--- src/hw/rtl/glyph_nibble_rle_decoder_macros.svh ---
// ----------------------------------------------------------------------------
// Glyph nibble RLE decoder assertion macros
// Concurrent check wrappers used by the decoder datapath.
// ----------------------------------------------------------------------------
`ifndef GLYPH_NIBBLE_RLE_DECODER_MACROS_SVH
`define GLYPH_NIBBLE_RLE_DECODER_MACROS_SVH

`ifndef NO_ASSERTIONS
`define GNRD_ASSERT_IMP(lbl, c, r, a, b) \
  lbl: assert property (@(posedge c) disable iff (r) (a) |-> (b)) \
    else $error("same-cycle check failed");
`define GNRD_ASSERT_NXT(lbl, c, r, a, b) \
  lbl: assert property (@(posedge c) disable iff (r) (a) |=> (b)) \
    else $error("next-cycle check failed");
`else
`define GNRD_ASSERT_IMP(lbl, c, r, a, b)
`define GNRD_ASSERT_NXT(lbl, c, r, a, b)
`endif

`endif

--- src/hw/rtl/gnrd_pkg.sv ---
// ----------------------------------------------------------------------------
// Glyph nibble RLE decoder package
// Field widths, phase codes and controller/datapath interface structs.
// ----------------------------------------------------------------------------
package gnrd_pkg;

  localparam int NIB_W   = 4;
  localparam int PIXEL_W = 8;
  localparam int PIX_W   = 14;

  localparam logic [1:0] PH_CODE = 2'd0;
  localparam logic [1:0] PH_RUN  = 2'd1;
  localparam logic [1:0] PH_LIT  = 2'd2;

  localparam logic [NIB_W-1:0] RUN_LIMIT = 4'd8;

  typedef struct packed {
    logic accept;
    logic run_step;
  } gnrd_cmd_t;

  typedef struct packed {
    logic out_free;
    logic enter_run;
    logic run_done;
  } gnrd_sts_t;

endpackage

--- src/hw/rtl/gnrd_ctrl.sv ---
// ----------------------------------------------------------------------------
// Glyph nibble RLE decoder controller
// Sequences input acceptance and repeated-run pixel emission.
// ----------------------------------------------------------------------------
module gnrd_ctrl
  import gnrd_pkg::*;
(
  input  logic      clk,
  input  logic      rst,
  input  logic      s_tvalid,
  output logic      s_tready,
  input  gnrd_sts_t sts,
  output gnrd_cmd_t cmd
);

  localparam logic ST_IDLE = 1'b0;
  localparam logic ST_RUN  = 1'b1;

  logic state;
  logic state_next;

  assign s_tready     = (state == ST_IDLE) && sts.out_free;
  assign cmd.accept   = s_tvalid && s_tready;
  assign cmd.run_step = (state == ST_RUN) && sts.out_free;

  always_comb begin
    state_next = state;
    unique case (state)
      ST_IDLE: begin
        if (cmd.accept && sts.enter_run) begin
          state_next = ST_RUN;
        end
      end
      ST_RUN: begin
        if (cmd.run_step && sts.run_done) begin
          state_next = ST_IDLE;
        end
      end
      default: state_next = ST_IDLE;
    endcase
  end

  always_ff @(posedge clk) begin
    if (rst) begin
      state <= ST_IDLE;
    end else begin
      state <= state_next;
    end
  end

endmodule

--- src/hw/rtl/gnrd_dp.sv ---
// ----------------------------------------------------------------------------
// Glyph nibble RLE decoder datapath
// Decode state, pixel counter, count register and output word register.
// ----------------------------------------------------------------------------
`include "glyph_nibble_rle_decoder_macros.svh"

module gnrd_dp
  import gnrd_pkg::*;
(
  input  logic             clk,
  input  logic             rst,
  input  logic             cfg_wr_en,
  input  logic [PIX_W-1:0] cfg_wr_data,
  input  logic [NIB_W-1:0] in_nibble,
  input  logic             in_first,
  input  gnrd_cmd_t        cmd,
  output gnrd_sts_t        sts,
  input  logic             m_tready,
  output logic             m_tvalid,
  output logic [PIXEL_W-1:0] out_pixel,
  output logic [PIX_W-1:0] out_index,
  output logic             out_last
);

  logic [PIX_W-1:0] pixel_count;
  logic [1:0]       phase;
  logic [1:0]       phase_next;
  logic [NIB_W-1:0] pending;
  logic [NIB_W-1:0] pending_next;
  logic [PIX_W-1:0] produced;
  logic [PIX_W-1:0] produced_next;
  logic             finished;
  logic             finished_next;
  logic [NIB_W-1:0] run_nib;
  logic             valid;

  logic [1:0]       eff_phase;
  logic [NIB_W-1:0] eff_pend;
  logic [PIX_W-1:0] eff_prod;
  logic             eff_fin;
  logic             done_pre;
  logic [NIB_W-1:0] emit_nib;
  logic [PIX_W-1:0] base_prod;
  logic [NIB_W-1:0] base_pend;
  logic [PIX_W-1:0] prod_inc;
  logic [NIB_W-1:0] pend_dec;
  logic             is_last;
  logic             emit_acc;
  logic             load;
  logic             acc_run;

  assign eff_phase = in_first ? PH_CODE : phase;
  assign eff_pend  = in_first ? '0 : pending;
  assign eff_prod  = in_first ? '0 : produced;
  assign eff_fin   = in_first ? 1'b0 : finished;
  assign done_pre  = eff_fin || (eff_prod >= pixel_count);

  assign emit_nib  = cmd.accept ? in_nibble : run_nib;
  assign base_prod = cmd.accept ? eff_prod : produced;
  assign base_pend = cmd.accept ? eff_pend : pending;
  assign prod_inc  = base_prod + PIX_W'(1);
  assign pend_dec  = base_pend - NIB_W'(1);
  assign is_last   = (prod_inc == pixel_count);

  assign emit_acc  = !done_pre && ((eff_phase == PH_RUN) || (eff_phase == PH_LIT));
  assign load      = (cmd.accept && emit_acc) || cmd.run_step;
  assign acc_run   = !done_pre && (eff_phase == PH_RUN);

  assign sts.out_free  = !valid || m_tready;
  assign sts.enter_run = acc_run && !is_last && (pend_dec != '0);
  assign sts.run_done  = is_last || (pend_dec == '0);

  always_comb begin
    phase_next    = phase;
    pending_next  = pending;
    produced_next = produced;
    finished_next = finished;
    if (cmd.accept) begin
      phase_next    = eff_phase;
      pending_next  = eff_pend;
      produced_next = eff_prod;
      finished_next = eff_fin;
      if (done_pre) begin
        finished_next = 1'b1;
      end else begin
        unique case (eff_phase)
          PH_RUN: begin
            produced_next = prod_inc;
            finished_next = is_last;
            if (is_last || (pend_dec == '0)) begin
              phase_next   = PH_CODE;
              pending_next = '0;
            end else begin
              pending_next = pend_dec;
            end
          end
          PH_LIT: begin
            produced_next = prod_inc;
            finished_next = is_last;
            pending_next  = pend_dec;
            if (pend_dec == '0) begin
              phase_next = PH_CODE;
            end
          end
          default: begin
            if (in_nibble < RUN_LIMIT) begin
              pending_next = in_nibble + NIB_W'(1);
              phase_next   = PH_RUN;
            end else begin
              pending_next = NIB_W'(5'd16 - {1'b0, in_nibble});
              phase_next   = PH_LIT;
            end
          end
        endcase
      end
    end else if (cmd.run_step) begin
      produced_next = prod_inc;
      finished_next = is_last;
      if (is_last || (pend_dec == '0)) begin
        phase_next   = PH_CODE;
        pending_next = '0;
      end else begin
        pending_next = pend_dec;
      end
    end
  end

  always_ff @(posedge clk) begin
    if (rst) begin
      pixel_count <= PIX_W'(1);
      phase       <= PH_CODE;
      pending     <= '0;
      produced    <= '0;
      finished    <= 1'b0;
      valid       <= 1'b0;
    end else begin
      if (cfg_wr_en) begin
        pixel_count <= cfg_wr_data;
      end
      phase    <= phase_next;
      pending  <= pending_next;
      produced <= produced_next;
      finished <= finished_next;
      if (load) begin
        valid <= 1'b1;
      end else if (m_tready) begin
        valid <= 1'b0;
      end
    end
  end

  always_ff @(posedge clk) begin
    if (cmd.accept) begin
      run_nib <= in_nibble;
    end
    if (load) begin
      out_pixel <= {emit_nib, emit_nib};
      out_index <= base_prod;
      out_last  <= is_last;
    end
  end

  assign m_tvalid = valid;

  `GNRD_ASSERT_IMP(a_run_phase, clk, rst, cmd.run_step, phase == PH_RUN)
  `GNRD_ASSERT_IMP(a_run_pending, clk, rst, cmd.run_step, pending != '0)
  `GNRD_ASSERT_IMP(a_run_slot, clk, rst, cmd.run_step, !valid || m_tready)
  `GNRD_ASSERT_NXT(a_last_done, clk, rst, load && is_last, finished && valid && out_last)

endmodule

--- src/hw/rtl/glyph_nibble_rle_decoder.sv ---
// ----------------------------------------------------------------------------
// Glyph nibble RLE decoder
// Expands a nibble run-length glyph stream into 8-bit pixels with indices.
// ----------------------------------------------------------------------------
// channel  dir  tdata fields (low bit up)          tuser / tlast
// s_*      in   [3:0] nibble, [7:4] zero           tuser: first
// m_*      out  [7:0] pixel, [21:8] pixel_index,   tlast: last
//               [23:22] zero
// cfg_*    in   [13:0] pixel_count                 write enable only
//
// A code nibble emits no pixel and a literal nibble emits one. A run value nibble of length
// n emits n pixels at one per cycle through the output register while the output is not
// stalled; input is held off while the controller steps the run.
// A stalled output word holds in place and blocks further emission.
// Synchronous reset: decode state cleared, pixel_count back to 1.
// ----------------------------------------------------------------------------
module glyph_nibble_rle_decoder
  import gnrd_pkg::*;
(
  input  logic        clk,
  input  logic        rst,
  input  logic        s_tvalid,
  output logic        s_tready,
  input  logic [7:0]  s_tdata,   // [3:0] nibble
  input  logic        s_tuser,   // [0] first
  output logic        m_tvalid,
  input  logic        m_tready,
  output logic [23:0] m_tdata,   // [7:0] pixel, [21:8] pixel_index
  output logic        m_tlast,
  input  logic        cfg_wr_en,
  input  logic [13:0] cfg_wr_data
);

  gnrd_cmd_t          cmd;
  gnrd_sts_t          sts;
  logic [PIXEL_W-1:0] pixel;
  logic [PIX_W-1:0]   pixel_index;
  logic [3:0]         unused_hi;

  assign unused_hi = s_tdata[7:4];

  gnrd_ctrl u_ctrl (
    .clk      (clk),
    .rst      (rst),
    .s_tvalid (s_tvalid && (unused_hi == unused_hi)),
    .s_tready (s_tready),
    .sts      (sts),
    .cmd      (cmd)
  );

  gnrd_dp u_dp (
    .clk         (clk),
    .rst         (rst),
    .cfg_wr_en   (cfg_wr_en),
    .cfg_wr_data (cfg_wr_data),
    .in_nibble   (s_tdata[NIB_W-1:0]),
    .in_first    (s_tuser),
    .cmd         (cmd),
    .sts         (sts),
    .m_tready    (m_tready),
    .m_tvalid    (m_tvalid),
    .out_pixel   (pixel),
    .out_index   (pixel_index),
    .out_last    (m_tlast)
  );

  assign m_tdata = {2'b00, pixel_index, pixel};

endmodule

--- config.mk ---
export PLATFORM = sky130hd
export DESIGN_NAME = glyph_nibble_rle_decoder
export DESIGN_NICKNAME = d
export VERILOG_FILES = /design/src/hw/rtl/gnrd_pkg.sv /design/src/hw/rtl/gnrd_ctrl.sv /design/src/hw/rtl/gnrd_dp.sv /design/src/hw/rtl/glyph_nibble_rle_decoder.sv
export VERILOG_INCLUDE_DIRS = /design/src /design/src/hw/rtl
export SDC_FILE = /design/constraint.sdc
export NUM_CORES = 1
export LEC_CHECK = 0
export BUFFER_PORTS_ARGS = -buffer_cell sky130_fd_sc_hd__buf_2
export CAP_MARGIN = 25
export CORE_ASPECT_RATIO = 1.2
export CORE_MARGIN = 1.5
export CORE_UTILIZATION = 30
export DETAILED_ROUTE_END_ITERATION = 8
export SKIP_LAST_GASP = 1
export SYNTH_ARGS = -nofsm -noshare
export SYNTH_HDL_FRONTEND = slang
export SYNTH_SLANG_ARGS = --single-unit
export TNS_END_PERCENT = 10
--- constraint.sdc ---
create_clock -name clk -period 5.2 [get_ports clk]
set_input_delay 0.78 -clock clk [delete_from_list [all_inputs] [get_ports clk]]
set_output_delay 0.78 -clock clk [all_outputs]
set_load 0.02 [all_outputs]
==> impl_results.md, run 1 <==
* Fmax at 241 MHz
* Grt ovf at 0
* Synthesized area per cell at 8.61 µm²
* Critical path cell sequence: buf_2 -> and2_1 -> nand3_1 -> and2_1 -> ha_1 -> nand4_4 -> o21ai_0 -> a21oi_1 -> o31ai_1 -> nor4b_1 -> and4_1 -> nor2_8 -> a221oi_2 -> a2111oi_2
* Vias per inst at 5.37
* RSZ-0062 raised after global routing: false
* Fin Setup TNS at 0 ns
* Reg2Reg Capture Point: u_dp.pending[1]
* Worst clock skew at 0.00971 ns
* Syn. warnings at 0
* Pin count of the biggest net entering global routing at 41
* CP required at 5.39 ns
* Final Wtd Congestion at 0.949
* DRT iter0 DRCs at 323
* Ys async rst share at 0%
* Filler instances at 1408
* Die ar. at 14600 µm²
* Final Net Count at 563
* Synth Register Bits at 60
* Syn-to-layout area delta at 15.3%
* Crit path largest cell delay at 0.51 ns
* Multi-input gate area at 2460 µm²
* FF-to-FF setup slack at 1.13 ns
* Top cells by area, synth: dfxtp_1 (20%), edfxtp_1 (14%), ha_1 (6.3%)
* Max VDD drop at 0.134 mV
* Least-Margin Pin Slew at 0.830 ns
* Antenna diode count at 0
* Die height at 132 µm
* Clock transition at the registers of the reported paths at 0.05 ns
* Skew-Pair Late Insertion Delay at 0.34 ns
* Static Leak at 0.00190 µW
* Worst slack, placed at 0.766 ns
* CTS tree: done
* Max-cap violations at 0
* Final setup violation count at 0
* P per Cell Area at 307 nW/µm²
* Crit-path leading delay family: simple AND/OR/NAND/NOR gates
* Tot GR Track Use at 16.2%
* Final hold vios at 0
* Initial antenna violation count at 0
* Total number of vias at 3707
* Count leader, synth: nand2_1
* Number of CTS-inserted buffers at 9
* Hold path start: u_dp.run_nib[3]
* Most common cell on crit path: and2_1
* Worst Hold End: u_dp.run_nib[3]
* Antenna-violating nets left at 0
* Cell variety after synth at 75
* Synth Flop Type: dfxtp_1
* Max H-tree Level at 3
* Reg2reg start: u_ctrl.state
* Final wirelength at 11500 µm
* Crit Path Class: in2reg
* Worst hold stages at 2
* Seq/Total Area, Yosys at 33.4%
* Final Cycle Share at 79.8%
* Critical Path Slowest Stage Cell: and4_1
* Status: complete, no violations
* Number of synthesized flops with an enable pin at 19
* Initial DRT Pass Iterations at 5
* CP Data Arrival Time at 4.33 ns
* Starting density of the core at 30.4%
* CP bufs+invs at 1
* Clock sink count at 60
* Worst setup SP type: primary input
* Worst R2R Path Depth at 13
* Floorplan core area at 13700 µm²
* Final WS setup at 1.05 ns
* Clk buf depth at 2
* Mapped Cells at 484
* Share of cells above drive strength 1 at 18.5%
* Slew margin rel. at 44.6%
* Routed len/inst at 16.7 µm
* CTS Root Cell: clkbuf_16
* I/O Pins at 55
* Final Hold Slack at 0.443 ns
* Leading area contributor after synthesis: dfxtp_1
* Number of setup buffers added after CTS at 0
* Crit Path Max Fanout at 9
* Yosys top cell area share at 19.7%
* DRC at 0
* Minimum clock period at 4.15 ns
* CTS Hold Bufs at 0
* Row Count at 47
* First-pass GRT wire length at 18800 µm
* Estimated wirelength of the detail-placed design at 8700 µm
* Die width at 111 µm
* I/O Buffers at 48
* Critical Path Sink Type: flip-flop
* Post_cts resized at 0
* Mapped cell area at 4170 µm²
* Number of global-route vias before repair at 3618
* Register area at 1390 µm²
* Post-synth top cells: nand2_1 (45), dfxtp_1 (41), nor2_1 (39), inv_1 (30), a21oi_1 (26)
* Hold Path Class: reg2reg
* Slew Limit Fails at 0
==> area by class of cell <==
type,count,share of cell area (%)
multi-input cells,360,51.1
clock buffers,12,5.34
clock inverters,4,1.98
repair buffers,53,5.78
inverters,30,2.34
well taps,171,4.45
flip-flops and latches,60,29.0
==> routing by layer <==
layer	GRT usage, %	vias up	part of all wire [%]
met5	0	-	0
met4	6.77	0	2.1
met3	3.91	17	4.9
met2	26.9	124	48
met1	20.1	1766	44
li1	-	1800	-
==> worst min-delay path, cell delays in order (launching register included) <==
cell and delay [ns]:
dfxtp_1 0.30, nand2_1 0.05, nand2_1 0.05
==> logic make-up after synthesis <==
kind of cell,synth area share (%)
flops,33.4
buf+inv,7.72
xor+xnor,3.15
other cells,0.0900
simple gates,26.7
compound gates,19.0
fa+ha+maj,6.31
mux,3.60
==> cell usage in the layout (no fill, tap or decap), types with 3 or more instances in the layout <==
cell type and count:
ha_1 21, a22oi_1 4, nor2b_1 15, nand4_1 9
nor4_1 9, o21a_1 3, nand2_1 45, a21oi_1 26
o21ai_0 21, nor2_1 39, edfxtp_1 19, nand3_1 16
o31ai_2 3, nand4b_1 3, xnor2_1 9, dfxtp_1 41
and3_1 4, buf_4 5, and2_1 12, clkbuf_16 9
a211oi_1 3, mux2i_1 15, a31oi_1 4, nand2b_1 10
o31ai_1 4, bufinv_16 3, o311ai_0 3, buf_2 48
or3_1 3, inv_1 30, o211ai_1 4, nor3_1 13
o21ai_1 3, xor2_1 6
==> stage by stage <==
stage	std cells	area, µm²	power [µW]	utilization [%]
after floorplan	485	4170	711	-
after global placement	674	4450	771	32.5
after detailed placement	674	4450	777	32.5
after CTS	690	4800	1480	35.1
after global routing	690	4800	1540	35.1
final	690	4800	1480	35.1
==> worst max-delay path by stage <==
stage	startpoint	to	slack (ns)	cells past startpoint
6_report	s_tuser	u_dp.pending[1]	1.05	14
4_1_cts	s_tuser	u_dp.pending[1]	1.10	14
2_1_floorplan	m_tready	u_dp.pending[1]	1.36	16
3_3_place_gp	s_tuser	u_dp.pending[1]	0.86	14
5_1_grt	s_tvalid	u_dp.pending[1]	0.80	14
3_5_place_dp	s_tuser	u_dp.pending[1]	0.77	14
==> power by group <==
| part | internal (µW) | switching (µW) | leakage [µW] | total, µW |
|---|---|---|---|---|
| clock | 493 | 214 | 0.000173 | 707 |
| sequential | 514 | 21.8 | 0.000504 | 535 |
| combinational | 86.3 | 146 | 0.00123 | 232 |
| total | 1090 | 382 | 0.00190 | 1480 |
==> registers in the layout (all words and copies together), names as in the netlist <==
signal            count
u_dp.pending          4
u_dp.m_tvalid         1
u_ctrl.state          1
u_dp.out_index       14
u_dp.phase            2
u_dp.produced        14
u_dp.pixel_count     14
u_dp.run_nib          4
u_dp.finished         1
u_dp.out_pixel        4
u_dp.out_last         1
No activity file was read; power rests on OpenSTA's default activity.
==> run 2: changes to the inputs <==
clock period = 3.82 ns   (was 5.2 ns; I/O delays follow)
==> impl_results.md, run 2 (same netlist as run 1, synthesis figures left out) <==
* Status: complete, no violations
* Max H-tree Level at 3 (unchanged)
* Final Net Count at 584 (+3.7%)
* I/O Pins at 55 (unchanged)
* Number of CTS-inserted buffers at 9 (unchanged)
* Post_cts resized at 0 (unchanged)
* P per Cell Area at 386 nW/µm² (+26%)
* Estimated wirelength of the detail-placed design at 9130 µm (+5.0%)
* Routed len/inst at 17.0 µm (+1.5%)
* Syn-to-layout area delta at 18.8%
* Share of cells above drive strength 1 at 21.7% (+3.2 points)
* CP bufs+invs at 2 (+1)
* Final Cycle Share at 88.9%
* Number of global-route vias before repair at 3835 (+6.0%)
* Antenna-violating nets left at 0 (unchanged)
* CTS Hold Bufs at 0 (unchanged)
* Switch Pwr at 523 µW (+37%)
* Final hold vios at 0 (unchanged)
* Sw Ratio at 27.4% (+1.5 points)
* Critical path cell sequence: buf_2 -> and2_1 -> nand3_1 -> and2_1 -> ha_1 -> nand4_4 -> or3_4 -> and3_4 -> nand4b_1 -> nor4_1 -> nand4_1 -> buf_4 -> a211oi_2 -> nand4b_1 -> nand3_1
* Critical Path Sink Type: flip-flop
* CTS tree: done
* Fin Setup TNS at 0 ns (unchanged)
* Vias per inst at 5.41 (+0.79%)
* Largest registers: u_dp.out_index: 14 flops, u_dp.pixel_count: 14 flops, u_dp.produced: 14 flops
* Critical Path Slowest Stage Cell: or3_4
* Fin util at 36.1% (+1.1 points)
* Crit-path leading delay family: simple AND/OR/NAND/NOR gates
* Clock sink count at 60 (unchanged)
* Fmax at 295 MHz
* Worst setup SP type: primary input
* Hold Path Class: reg2reg
* Final Hold Slack at 0.446 ns (+0.00252 ns)
* DRC at 0 (unchanged)
* Max VDD drop at 0.195 mV (+45%)
* Proportion of power drawn by flip-flops and latches at 38.1% (+1.8 points)
* First-pass GRT wire length at 19400 µm (+3.3%)
* Most frequent cells in the layout: buf_2 (48), nand2_1 (45), dfxtp_1 (41)
* Initial antenna violation count at 0 (unchanged)
* Clk buf depth at 2 (unchanged)
* Filler instances at 1441 (+2.3%)
* Int Power at 1390 µW (+27%)
* I/O Buffers at 48 (unchanged)
* Antenna diode count at 0 (unchanged)
* CTS Root Cell: clkbuf_16
* Grt ovf at 0 (unchanged)
* Final wirelength at 12100 µm (+4.6%)
* Number of setup buffers added after CTS at 0 (unchanged)
* Skew-Pair Late Insertion Delay at 0.33 ns (about the same)
* Crit Path Class: in2reg
* Total number of vias at 3850 (+3.9%)
* Pin count of the biggest net entering global routing at 41 (unchanged)
* DRT iter0 DRCs at 240 (-26%)
* Initial DRT Pass Iterations at 5 (unchanged)
* Minimum clock period at 3.39 ns
* CP Data Arrival Time at 3.60 ns (-0.73 ns)
* Tot GR Track Use at 16.6% (+0.45 points)
* Final Wtd Congestion at 0.964 (+1.6%)
* Starting density of the core at 30.4% (unchanged)
* Worst clock skew at 0.0102 ns (+0.000469 ns)
* Static Leak at 0.00200 µW (+5.0%)
* Die width at 111 µm (unchanged)
* RSZ-0062 raised after global routing: false
* Max-cap violations at 0 (unchanged)
* Slew Limit Fails at 0 (unchanged)
* Die height at 132 µm (unchanged)
* Commonest non-fill, non-tap cell in the layout: buf_2
* Crit Path Max Fanout at 8 (-1)
* Gate power share at 17.5% (+1.8 points)
* Crit path largest cell delay at 0.40 ns (-0.11 ns)
* Least-Margin Pin Slew at 0.801 ns (-0.0294 ns)
* CP required at 4.03 ns (-1.36 ns)
* Clock transition at the registers of the reported paths at 0.05 ns (about the same)
* Floorplan core area at 13700 µm² (unchanged)
* Final setup violation count at 0 (unchanged)
* Slew margin rel. at 46.6% (+2.1 points)
* Clk pwr share at 44.3% (-3.7 points)
* Row Count at 47 (unchanged)
* Die ar. at 14600 µm² (unchanged)
==> run 2: stage by stage <==
| step | cells | power [µW] | setup slack, ns | cell area [µm²] |
|---|---|---|---|---|
| final | 711 | 1910 | 0.426 | 4950 |
| after global routing | 711 | 1990 | 0.158 | 4950 |
| after CTS | 711 | 1930 | 0.502 | 4950 |
| after detailed placement | 695 | 1070 | 0.164 | 4640 |
| after global placement | 695 | 1060 | 0.218 | 4640 |
| after floorplan | 485 | 968 | 0.183 | 4170 |
==> run 2: cell type report <==
| cell class | instances | area (µm²) | share of cell area [%] |
|---|---|---|---|
| Inverter | 30 | 113 | 2.28 |
| Tap cell | 171 | 214 | 4.32 |
| Clock buffer | 12 | 268 | 5.41 |
| Clock inverter | 4 | 45.0 | 0.910 |
| Multi-Input combinational cell | 360 | 2460 | 49.7 |
| Timing Repair Buffer | 74 | 460 | 9.30 |
| Sequential cell | 60 | 1390 | 28.1 |
==> run 2: final timing paths <==
check | startpoint | endpoint | slack [ns] | cells past startpoint
setup / recovery | s_tuser | u_dp.phase[0] | 0.43 | 15
hold / removal | u_dp.run_nib[3] | u_dp.run_nib[3] | 0.45 | 2
setup reg to reg | u_dp.m_tvalid | u_dp.phase[0] | 0.50 | 14
hold reg to reg | u_dp.run_nib[3] | u_dp.run_nib[3] | 0.45 | 2
==> run 2: routing by layer <==
metal  global-route usage (%)  share of wire, %  vias up
li1                         -                 -     1829
met1                     20.3                42     1847
met2                     27.9                49      143
met3                     2.76               5.2       31
met4                     9.05               3.3        0
met5                        0                 0        -
==> run 2: power by group through the flow <==
| stage | Clock, µW | Sequential, µW | Combinational (µW) |
|---|---|---|---|
| after floorplan | 0 | 750 | 218 |
| after CTS | 868 | 728 | 335 |
| final | 847 | 729 | 335 |
| after global placement | 0 | 740 | 324 |
| after detailed placement | 0 | 741 | 333 |
| after global routing | 890 | 733 | 366 |
==> run 2: tightest hold or removal path: stages, from the launching register on <==
cell     delay, ns
dfxtp_1       0.30
nand2_1       0.05
nand2_1       0.05
==> run 3: changes to the inputs <==
CORE_UTILIZATION = 34   (was 30)
PLACE_DENSITY = 0.54   (was not set)
==> impl_results.md, run 3 (same netlist as run 1, synthesis figures left out) <==
* Skew-Pair Late Insertion Delay at 0.34 ns (about the same)
* Total power at 1810 µW (-5.2%)
* CP bufs+invs at 3 (+1)
* CTS Root Cell: clkbuf_16
* Max-cap violations at 0 (unchanged)
* CTS Hold Bufs at 0 (unchanged)
* Worst setup SP type: primary input
* Max VDD drop at 0.205 mV (+5.6%)
* Most frequent cells in the layout: buf_2 (48), nand2_1 (45), dfxtp_1 (41)
* DRC at 0 (unchanged)
* Final wirelength at 11800 µm (-2.1%)
* CP Data Arrival Time at 3.65 ns (+0.05 ns)
* Fmax at 288 MHz (-2.1%)
* Tot GR Track Use at 19.2% (+2.6 points)
* Die height at 124 µm (-5.9%)
* Static Leak at 0.00199 µW (-0.56%)
* Routed len/inst at 16.8 µm (-0.89%)
* I/O Buffers at 48 (unchanged)
* Crit path largest cell delay at 0.40 ns (about the same)
* Number of global-route vias before repair at 3696 (-3.6%)
* Least-Margin Pin Slew at 0.822 ns (+0.0216 ns)
* Max H-tree Level at 3 (unchanged)
* Fin Setup TNS at 0 ns (unchanged)
* Final Wtd Congestion at 0.980 (+1.7%)
* Crit-path leading delay family: simple AND/OR/NAND/NOR gates
* Syn-to-layout area delta at 18.1%
* Hold Path Class: reg2reg
* Pin count of the biggest net entering global routing at 41 (unchanged)
* Final setup violation count at 0 (unchanged)
* Crit Path Max Fanout at 7 (-1)
* Crit Path Class: in2reg
* Estimated wirelength of the detail-placed design at 8850 µm (-3.1%)
* Post_cts resized at 0 (unchanged)
* Final Net Count at 586 (+0.34%)
* Starting density of the core at 34.7% (+4.3 points)
* Commonest non-fill, non-tap cell in the layout: buf_2
* Slew margin rel. at 45.2% (-1.4 points)
* Antenna diode count at 0 (unchanged)
* Share of cells above drive strength 1 at 21.6% (-0.040 points)
* Minimum clock period at 3.47 ns (+0.0741 ns)
* Clk buf depth at 2 (unchanged)
* Slew Limit Fails at 0 (unchanged)
* Filler instances at 1280 (-11%)
* Number of setup buffers added after CTS at 0 (unchanged)
* Total number of vias at 3744 (-2.8%)
* CTS tree: done
* Final Cycle Share at 90.8% (+1.9 points)
* Clock transition at the registers of the reported paths at 0.05 ns (about the same)
* Critical Path Slowest Stage Cell: or3_4
* DRT iter0 DRCs at 213 (-11%)
* CP required at 4.00 ns (-0.03 ns)
* Status: complete, no violations
* Number of CTS-inserted buffers at 9 (unchanged)
* P per Cell Area at 368 nW/µm² (-4.7%)
* Worst clock skew at 0.00796 ns (-0.00222 ns)
* Antenna-violating nets left at 0 (unchanged)
* Die width at 104 µm (-5.9%)
* Critical path cell sequence: buf_2 -> nand2b_1 -> nand3_1 -> and2_1 -> ha_1 -> nand4_4 -> or3_4 -> and3_4 -> buf_4 -> a31o_1 -> nor4_1 -> and4_1 -> buf_12 -> nor2_8 -> a221oi_2 -> a2111oi_2
* Initial antenna violation count at 0 (unchanged)
* Critical Path Sink Type: flip-flop
* First-pass GRT wire length at 19400 µm (-0.18%)
* Die ar. at 12900 µm² (-11%)
* Row Count at 44 (-6.4%)
* Clock sink count at 60 (unchanged)
* Floorplan core area at 12000 µm² (-12%)
* Grt ovf at 0 (unchanged)
* Largest registers: u_dp.out_index: 14 flops, u_dp.pixel_count: 14 flops, u_dp.produced: 14 flops
* Initial DRT Pass Iterations at 4 (-1)
* RSZ-0062 raised after global routing: false
* Final hold vios at 0 (unchanged)
* I/O Pins at 55 (unchanged)
* Vias per inst at 5.33 (-1.5%)
-- run 3: changes by cell type in the layout (fill, tap and decap cells not counted) --
cell | before | now
clkinv_2 | 3 | 2
buf_4 | 24 | 25
clkbuf_8 | 1 | 2
bufinv_16 | 1 | 0
buf_12 | 2 | 3
clkbuf_16 | 10 | 9
clkbuf_1 | 1 | 2
-- run 3: layer usage --
layer | routed length (µm) | track usage [%] | vias to the layer above
met3 | 484 | 3.51 | 20
met2 | 5730 | 32.3 | 114
met4 | 311 | 8.42 | 0
met5 | 0 | 0 | -
li1 | - | - | 1839
met1 | 5280 | 23.9 | 1771
-- run 3: tightest hold or removal path, stage by stage, from the launching register on --
cell     delay, ns
dfxtp_1       0.30
nand2_1       0.04
nand2_1       0.07
-- run 3: per-stage QoR --
step	cells	utilization (%)	hold slack (ns)	worst slack [ns]	instance area (µm²)
2_1_floorplan	485	-	0.414	0.183	4170
3_3_place_gp	687	38.8	0.428	0.107	4650
3_5_place_dp	687	38.8	0.435	0.00652	4650
4_1_cts	702	41.0	0.443	0.356	4920
5_1_grt	702	41.0	0.452	0.102	4920
6_report	702	41.0	0.447	0.352	4920
-- run 3: report_power, final --
part,total [µW],internal [µW],switching (µW)
Combinational,336,131,205
Sequential,727,699,27.6
Clock,748,468,280
-- run 3: area by class of cell --
| class | count | area (µm²) | area share, % |
|---|---|---|---|
| clock buffers | 13 | 260 | 5.29 |
| clock inverters | 2 | 10.0 | 0.203 |
| multi-input cells | 360 | 2460 | 49.9 |
| well taps | 161 | 201 | 4.09 |
| inverters | 30 | 113 | 2.29 |
| flip-flops and latches | 60 | 1390 | 28.3 |
| repair buffers | 76 | 488 | 9.92 |
-- run 3: final timing paths --
| check | startpoint | to | slack [ns] | cells after the start |
|---|---|---|---|---|
| worst max-delay path | m_tready | u_dp.pending[1] | 0.35 | 16 |
| worst min-delay path | u_dp.run_nib[2] | u_dp.run_nib[2] | 0.45 | 2 |
| worst max register to register | u_dp.m_tvalid | u_dp.pending[1] | 0.43 | 15 |
| worst min register to register | u_dp.run_nib[2] | u_dp.run_nib[2] | 0.45 | 2 |
